===== src/hdl/tccw_pkg.sv =====
package tccw_pkg;

  // Screen geometry
  localparam int COLUMNS = 80;
  localparam int ROWS    = 25;
  localparam int CELLS   = ROWS * COLUMNS;

  // Field widths on the channels
  localparam int ROW_W  = 5;
  localparam int COL_W  = 7;
  localparam int CHAR_W = 8;
  localparam int ATTR_W = 8;
  localparam int CELL_W = CHAR_W + ATTR_W;

  // Internal widths
  localparam int PROW_W = $clog2(ROWS);
  localparam int WM_W   = $clog2(COLUMNS + 1);
  localparam int NCOL_W = $clog2(COLUMNS + 8);
  localparam int ADDR_W = $clog2(CELLS);

  localparam logic [ATTR_W-1:0] ATTR_RESET = 8'd15;

  localparam logic [CHAR_W-1:0] CH_BACKSPACE = 8'd8;
  localparam logic [CHAR_W-1:0] CH_TAB       = 8'd9;
  localparam logic [CHAR_W-1:0] CH_NEWLINE   = 8'd10;
  localparam logic [CHAR_W-1:0] CH_RETURN    = 8'd13;
  localparam logic [CHAR_W-1:0] CH_BLANK     = 8'd32;

  localparam logic KIND_PUT  = 1'b0;
  localparam logic KIND_READ = 1'b1;

  typedef struct packed {
    logic load_item;
    logic rd_issue;
    logic rd_capture;
    logic fill;
    logic commit;
    logic out_load;
  } cmd_t;

  typedef struct packed {
    logic is_read;
    logic in_range;
    logic gap;
    logic out_busy;
  } status_t;

endpackage


===== src/hdl/tccw_ctrl.sv =====
module tccw_ctrl (
  input  logic              clk_i,
  input  logic              rst_ni,
  input  logic              in_valid_i,
  output logic              in_ready_o,
  input  tccw_pkg::status_t status_i,
  output tccw_pkg::cmd_t    cmd_o
);

  typedef enum logic [1:0] {
    S_IDLE,
    S_EXEC,
    S_RD_WAIT,
    S_DONE
  } state_e;

  state_e state_q, state_d;

  assign in_ready_o = (state_q == S_IDLE);

  always_comb begin
    cmd_o   = '0;
    state_d = state_q;
    case (state_q)
      S_IDLE: begin
        if (in_valid_i) begin
          cmd_o.load_item = 1'b1;
          state_d         = S_EXEC;
        end
      end
      S_EXEC: begin
        if (status_i.is_read && status_i.in_range) begin
          cmd_o.rd_issue = 1'b1;
          state_d        = S_RD_WAIT;
        end else if (status_i.gap) begin
          // tab left unwritten cells behind the cursor: fill them one per cycle
          cmd_o.fill = 1'b1;
        end else begin
          cmd_o.commit = 1'b1;
          state_d      = S_DONE;
        end
      end
      S_RD_WAIT: begin
        cmd_o.rd_capture = 1'b1;
        state_d          = S_DONE;
      end
      S_DONE: begin
        if (!status_i.out_busy) begin
          cmd_o.out_load = 1'b1;
          state_d        = S_IDLE;
        end
      end
      default: begin
        state_d = S_IDLE;
      end
    endcase
  end

  always_ff @(posedge clk_i or negedge rst_ni) begin
    if (!rst_ni) begin
      state_q <= S_IDLE;
    end else begin
      state_q <= state_d;
    end
  end

endmodule


===== config.mk =====
export PLATFORM = sky130hd
export DESIGN_NAME = tccw_ctrl
export DESIGN_NICKNAME = d
export VERILOG_FILES = /design/src/hdl/tccw_pkg.sv /design/src/hdl/tccw_ctrl.sv
export SDC_FILE = /design/constraint.sdc
export NUM_CORES = 1
export LEC_CHECK = 0
export BUFFER_PORTS_ARGS = -buffer_cell sky130_fd_sc_hd__buf_2
export CAP_MARGIN = 20
export CELL_PAD_IN_SITES_DETAIL_PLACEMENT = 1
export CELL_PAD_IN_SITES_GLOBAL_PLACEMENT = 1
export CORE_AREA = 2 2 39 41
export CTS_CLUSTER_DIAMETER = 120
export DETAILED_ROUTE_END_ITERATION = 10
export DIE_AREA = 0 0 41 43
export GPL_TIMING_DRIVEN = 0
export PLACE_DENSITY = 0.51
export SLEW_MARGIN = 0
export SYNTH_ARGS = -nofsm -noshare
export SYNTH_HDL_FRONTEND = slang
export SYNTH_SLANG_ARGS = --single-unit

===== constraint.sdc =====
create_clock -name clk_i -period 2.55 [get_ports clk_i]
set_input_delay 0.3825 -clock clk_i [delete_from_list [all_inputs] [get_ports clk_i]]
set_output_delay 0.3825 -clock clk_i [all_outputs]
set_load 0.01 [all_outputs]

==> results of run 1 <==
[what timing repair did]
action,in CTS,in global routing
hold buffers,1,0
setup endpoints to repair,0,0
hold endpoints to repair,2,0
setup buffers,0,0
[synthesized netlist by cell type]
master / number / area (sq um)
and3_2: 1 / 7.510
inv_1: 2 / 7.510
and3_1: 1 / 6.260
a21oi_1: 1 / 5.000
clkinv_1: 1 / 3.750
o211ai_2: 1 / 12.51
and2_1: 1 / 6.260
nor2b_1: 1 / 6.260
nor2_1: 2 / 7.510
mux2_1: 1 / 11.26
ha_1: 4 / 50.05
nand2_1: 1 / 3.750
dfrtp_1: 2 / 50.05
nand2b_1: 1 / 6.260
a21bo_4: 1 / 16.27
o22ai_1: 1 / 6.260
[worst max-delay path: cells and delay by family (launching register included)]
| family | cells | cell delay, ns |
|---|---|---|
| DFF | 1 | 0.41 |
| AOI/OAI and AO/OA | 1 | 0.24 |
| buffers and inverters | 2 | 0.23 |
| adders and majority gates | 1 | 0.16 |
| and+or+nand+nor | 1 | 0.08 |
[stage by stage]
stage,utilization (%),power (W)
final,23.42,0.0003402
after global routing,23.42,0.0003859
after CTS,23.42,0.0003550
after detailed placement,21.07,0.0002777
after global placement,21.07,0.0002743
after floorplan,-,0.0002112
[cell type report]
cell class / instances / share of cell area, %
clock buffers: 3 / 6.950
well taps: 16 / 6.178
repair buffers: 14 / 23.17
flip-flops and latches: 2 / 15.44
multi-input cells: 17 / 44.79
inverters: 3 / 3.475
[routing by layer]
metal	part of all wire [%]	track usage (%)
met2	45	9.375
met5	0	0
met1	42	8.065
met4	0	8.000
met3	12	5.236
[cell usage in the layout, fill, tap and decap left out, types with 2 or more instances in the layout]
| master | instances |
|---|---|
| buf_2 | 13 |
| clkbuf_4 | 3 |
| dfrtp_1 | 2 |
| ha_1 | 4 |
| inv_1 | 2 |
| nor2_1 | 2 |
[kinds of logic after synthesis]
family,Yosys count
AOI/OAI and AO/OA,4
buffers and inverters,3
and+or+nand+nor,8
muxes,1
adders and majority gates,4
DFF,2
[path summary, 6_finish.rpt]
path,slack (ns),endpoint,cells after the start
max in group asynchronous,1.98,state_q[1]$_DFFE_PN0P_,2
max reg2reg,1.02,state_q[1]$_DFFE_PN0P_,5
min in group clk_i,0.53,state_q[0]$_DFFE_PN0P_,4
min reg2reg,0.59,state_q[1]$_DFFE_PN0P_,1
min,0.47,state_q[0]$_DFFE_PN0P_,2
max,0.83,cmd_o[1],5
[power groups by stage]
stage / Clock (W) / Sequential [W] / Combinational (W)
after floorplan: 0 / 0.0000641 / 0.000147
after global placement: 0 / 0.0000691 / 0.000205
after detailed placement: 0 / 0.0000694 / 0.000208
after CTS: 0.0000755 / 0.0000691 / 0.000210
after global routing: 0.0000789 / 0.0000738 / 0.000233
final: 0.0000693 / 0.0000684 / 0.000202
==> out/metrics.cfg, run 1 <==
[finish]
layout.nets=52
num-fill-cells=173
largest_register=state_q
design_area_sq_um=324.1
largest_reg_flops=2
ff_latch_area_sq_um=50.05
multi_input_area_sq_um=145.1
top_regs=state_q x2
finalNonFillerCells=55
final_layout_size_suffix_gt1_share_pct=48.72
area_growth_pct=56.97
n_antenna_cell=0

[die]
initial_utilization_pct=14.92
fp.dieH_microns=43
pin_count=14
fp.dieW_microns=41
dieArea_sq_um=1763
num_rows=14
core-area_sq_um=1384

[setup_path]
cpPeakStageDelay_ns=0.41
crit_type=reg2out
crit_chain=inv_1 > ha_1 > a21bo_4 > nor2_1 > buf_2
r2r_start=state_q[1]$_DFFE_PN0P_
start_kind=register
slowest_stage=dfrtp_1
cp_max_fo=5
cp.arrival_ns=1.33
cp-startpoint=state_q[1]$_DFFE_PN0P_
crit_required_ns=2.17
cp-end-kind=primary output

[synth]
yosysSeqAreaShare_pct=24.24
synth_xor_area_share_pct=0
synth_compound_area_share_pct=19.39
synthAdderAreaFrac_pct=24.24
synth_top_family_by_area=adder cells
synth_area_sq_um=206.4
yosys.area_share.simple_pct=21.21
synth.distinct_cells=16
yosysWarnings=0
syn_inst=22
synth.area.mux_share_pct=5.455
synth_fp_nets=33
avgSynthCellArea_sq_um=9.384
ys_ff_latch=2

[routing]
first_pass_iters=1
drt.antenna.violating_nets=0
drc_errors=0
wire_per_inst_microns=8.982
drt_iter0_markers=0
routed_wl_microns=494
vias=215
vias_per_cell=3.909

[sta]
worst_hold_slack_ns=0.4694
finalSetupViolCount=0
slew_headroom_pct=89.10
worst_pin_slew_ns=0.1630
fin_worst_skew_ns=0.003847
fin_ws_ns=0.8333
period_minus_slack_ns=1.717
report.final.slew_viol_count=0
clock.fmax_mhz=582.5
final.setup.tns_ns=0
rsz0062_at_grt=false
hold_violations=0
fin_crit_sh_pct=67.32

[pwr]
clkPwrFrac_pct=20.4
p_comb_share_pct=59.5
ir_drop_mv=0.3663
power.density_nw_per_um2=1050
internal_power_w=0.0002028
seq_power_share_pct=20.1
p_sw_share_pct=40.40
cellLeakagePower_nw=0.1840
p_switching_w=0.0001375

[cts]
cts.sinks=2
root_buffer=clkbuf_4
tritoncts=yes
path_clk_slew_ns=0.03
cts_buffers=3
htree_levels=1
clock_path_buffers=2
cts_resized=0
clkLatencyLatePin_ns=0.22

[hold_path]
hold_path.class=in2async

[placement]
dp_cells=51
dpl_cell_area_sq_um=291.5
post-place-ws_ns=0.9970
globalplace.congestion=0.6730
port_buffers=13
dp_hpwl_microns=407.7

[global_routing]
grt_start_max_net_pins=6
grt_pass1_wl_microns=828
antenna_found_initial=0
grt_usage_pct=7.739
grt_overflow=0
grt_pass1_vias=198

[run]
maxCapViolCount=0

[status]
status=completed

No activity file was read; power rests on OpenSTA's default activity.
==> inputs of run 2 (changes only) <==
PLACE_DENSITY = 0.53   (was 0.51)
clock period = 1.4 ns   (was 2.55 ns; I/O delays follow)
==> out/metrics.cfg, run 2 (same netlist as run 1, synthesis figures left out) <==
[sta]
final.setup.tns_ns=-0.2928  ; -0.2928 ns
report.final.slew_viol_count=0  ; unchanged
slew_headroom_pct=85.83  ; -3.3 points
hold_violations=0  ; unchanged
worst_pin_slew_ns=0.2119  ; +0.04887 ns
clock.fmax_mhz=672.3
fin_crit_sh_pct=106.2
fin_worst_skew_ns=0.001773  ; -0.002074 ns
rsz0062_at_grt=true
worst_hold_slack_ns=0.2987  ; -0.1707 ns
period_minus_slack_ns=1.487
finalSetupViolCount=5  ; +5
fin_ws_ns=-0.08746  ; -0.9208 ns

[finish]
largest_register=state_q
num-fill-cells=172  ; -0.58%
design_area_sq_um=405.4  ; +25%
largest_reg_flops=2  ; unchanged
final_layout_size_suffix_gt1_share_pct=74.42  ; +26 points
layout_common_cells=buf_2 (12), clkbuf_4 (3), buf_4 (3)
ff_latch_area_sq_um=51.30  ; +2.5%
n_antenna_cell=0  ; unchanged
final_common_cell=buf_2
top_regs=state_q x2
layout.nets=56  ; +7.7%
area_growth_pct=96.36
multi_input_area_sq_um=185.2  ; +28%

[pwr]
internal_power_w=0.0005416  ; +170%
p_comb_share_pct=70.7  ; +11 points
p_sw_share_pct=38.77  ; -1.6 points
cellLeakagePower_nw=0.2089  ; +14%
clkPwrFrac_pct=14.5  ; -5.9 points
power.density_nw_per_um2=2182  ; +110%
p_switching_w=0.0003430  ; +150%
seq_power_share_pct=14.8  ; -5.3 points
finalPower_w=0.0008846  ; +160%
ir_drop_mv=0.6981  ; +91%

[status]
violations=negative setup slack
status=finished, violations left

[global_routing]
grtUsageMet2_pct=11.25  ; +1.9 points
grt_start_max_net_pins=5  ; -1
gr-max-usage-layer=met2
grt_usage_pct=8.442  ; +0.70 points
grt_pass1_wl_microns=910  ; +9.9%
use_met1_pct=8.387  ; +0.32 points
grt_pass1_vias=226  ; +14%
gr-usage-met3_pct=3.665  ; -1.6 points
antenna_found_initial=0  ; unchanged
grt_overflow=0  ; unchanged

[die]
initial_utilization_pct=14.92  ; unchanged
num_rows=14  ; unchanged
dieArea_sq_um=1763  ; unchanged
core-area_sq_um=1384  ; unchanged
fp.dieH_microns=43  ; unchanged
fp.dieW_microns=41  ; unchanged
pin_count=14  ; unchanged

[cts]
cts.sinks=2  ; unchanged
tritoncts=yes
clkLatencyLatePin_ns=0.22  ; about the same
path_clk_slew_ns=0.03  ; about the same
clock_path_buffers=2  ; unchanged
cts_buffers=3  ; unchanged
root_buffer=clkbuf_4
htree_levels=1  ; unchanged

[run]
maxCapViolCount=0  ; unchanged

[hold_path]
hold_path.class=in2async

[placement]
port_buffers=13  ; unchanged
post-place-ws_ns=-0.1733  ; -1.170 ns
globalplace.congestion=0.6296  ; -6.4%
dp_hpwl_microns=420.7  ; +3.2%
dpl_cell_area_sq_um=291.5  ; unchanged

[setup_path]
cp-end-kind=primary output
crit_type=reg2out
start_kind=register
cp.arrival_ns=1.28  ; -0.05 ns
crit_required_ns=1.19  ; -0.98 ns
cp_max_fo=4  ; -1

[routing]
drt.antenna.violating_nets=0  ; unchanged
vias=239  ; +11%
wire_per_inst_microns=10.12  ; +13%
first_pass_iters=1  ; unchanged
vias_per_cell=4.051  ; +3.6%
routed_wl_microns=597  ; +21%
drt_iter0_markers=0  ; unchanged
drc_errors=0  ; unchanged

## run 2: cell count changes in the layout (fill, tap and decap cells not counted), moves of 2 or more
| cell | delta |
|---|---|
| ha_1 | -3 |
| inv_2 | +2 |
| inv_1 | -2 |
| buf_4 | +3 |
| ha_4 | +2 |
| buf_6 | +2 |
## run 2: worst max-delay path, cell delays in order, from the launching register on
cell and delay [ns]:
dfrtp_1 0.36, inv_2 0.06, buf_4 0.13, buf_6 0.11, ha_4 0.15, and2_4 0.13, buf_6 0.11
## run 2: through the flow
step,utilization (%),cells
floorplan,-,22
global placement,21.07,51
detailed placement,21.07,51
CTS,26.58,57
global route,29.29,59
finish,29.29,59
## run 2: routing by layer
| metal | share of wire [%] | up-vias |
|---|---|---|
| li1 | - | 116 |
| met1 | 37 | 112 |
| met2 | 52 | 11 |
| met3 | 11 | 0 |
| met4 | 0 | 0 |
| met5 | 0 | - |
## run 2: area by class of cell
cell class / instances / share of cell area [%]
clock buffers: 3 / 5.556
inverters: 3 / 2.778
multi-input cells: 17 / 45.68
flip-flops and latches: 2 / 12.65
well taps: 16 / 4.938
repair buffers: 18 / 28.39
## run 2: path summary, 6_finish.rpt
| kind | startpoint | end | slack (ns) | depth (start not counted) |
|---|---|---|---|---|
| worst max-delay path | state_q[1]$_DFFE_PN0P_ | cmd_o[5] | -0.09 | 6 |
| worst min-delay path | rst_ni | state_q[1]$_DFFE_PN0P_ | 0.30 | 2 |
| worst max register to register | state_q[1]$_DFFE_PN0P_ | state_q[1]$_DFFE_PN0P_ | -0.08 | 7 |
| worst min register to register | state_q[0]$_DFFE_PN0P_ | state_q[0]$_DFFE_PN0P_ | 0.63 | 2 |
| max in group asynchronous | rst_ni | state_q[0]$_DFFE_PN0P_ | 1.00 | 2 |
| min in group clk_i | status_i[0] | state_q[0]$_DFFE_PN0P_ | 0.38 | 4 |
## run 2: what timing repair did
action	CTS	global route
hold buffers	1	0
hold endpoints to repair	2	0
resized for setup	7	6
setup endpoints to repair	5	5
pin swaps	0	0
cloned	0	0
buffers inserted	2	2
## run 2: power groups by stage
stage	sequential (W)	clock [W]	combinational (W)
5_1_grt	0.000136	0.000149	0.000683
4_1_cts	0.000123	0.000140	0.000521
3_5_place_dp	0.000124	0	0.000381
6_report	0.000131	0.000128	0.000626
3_3_place_gp	0.000123	0	0.000371
2_1_floorplan	0.000117	0	0.000268
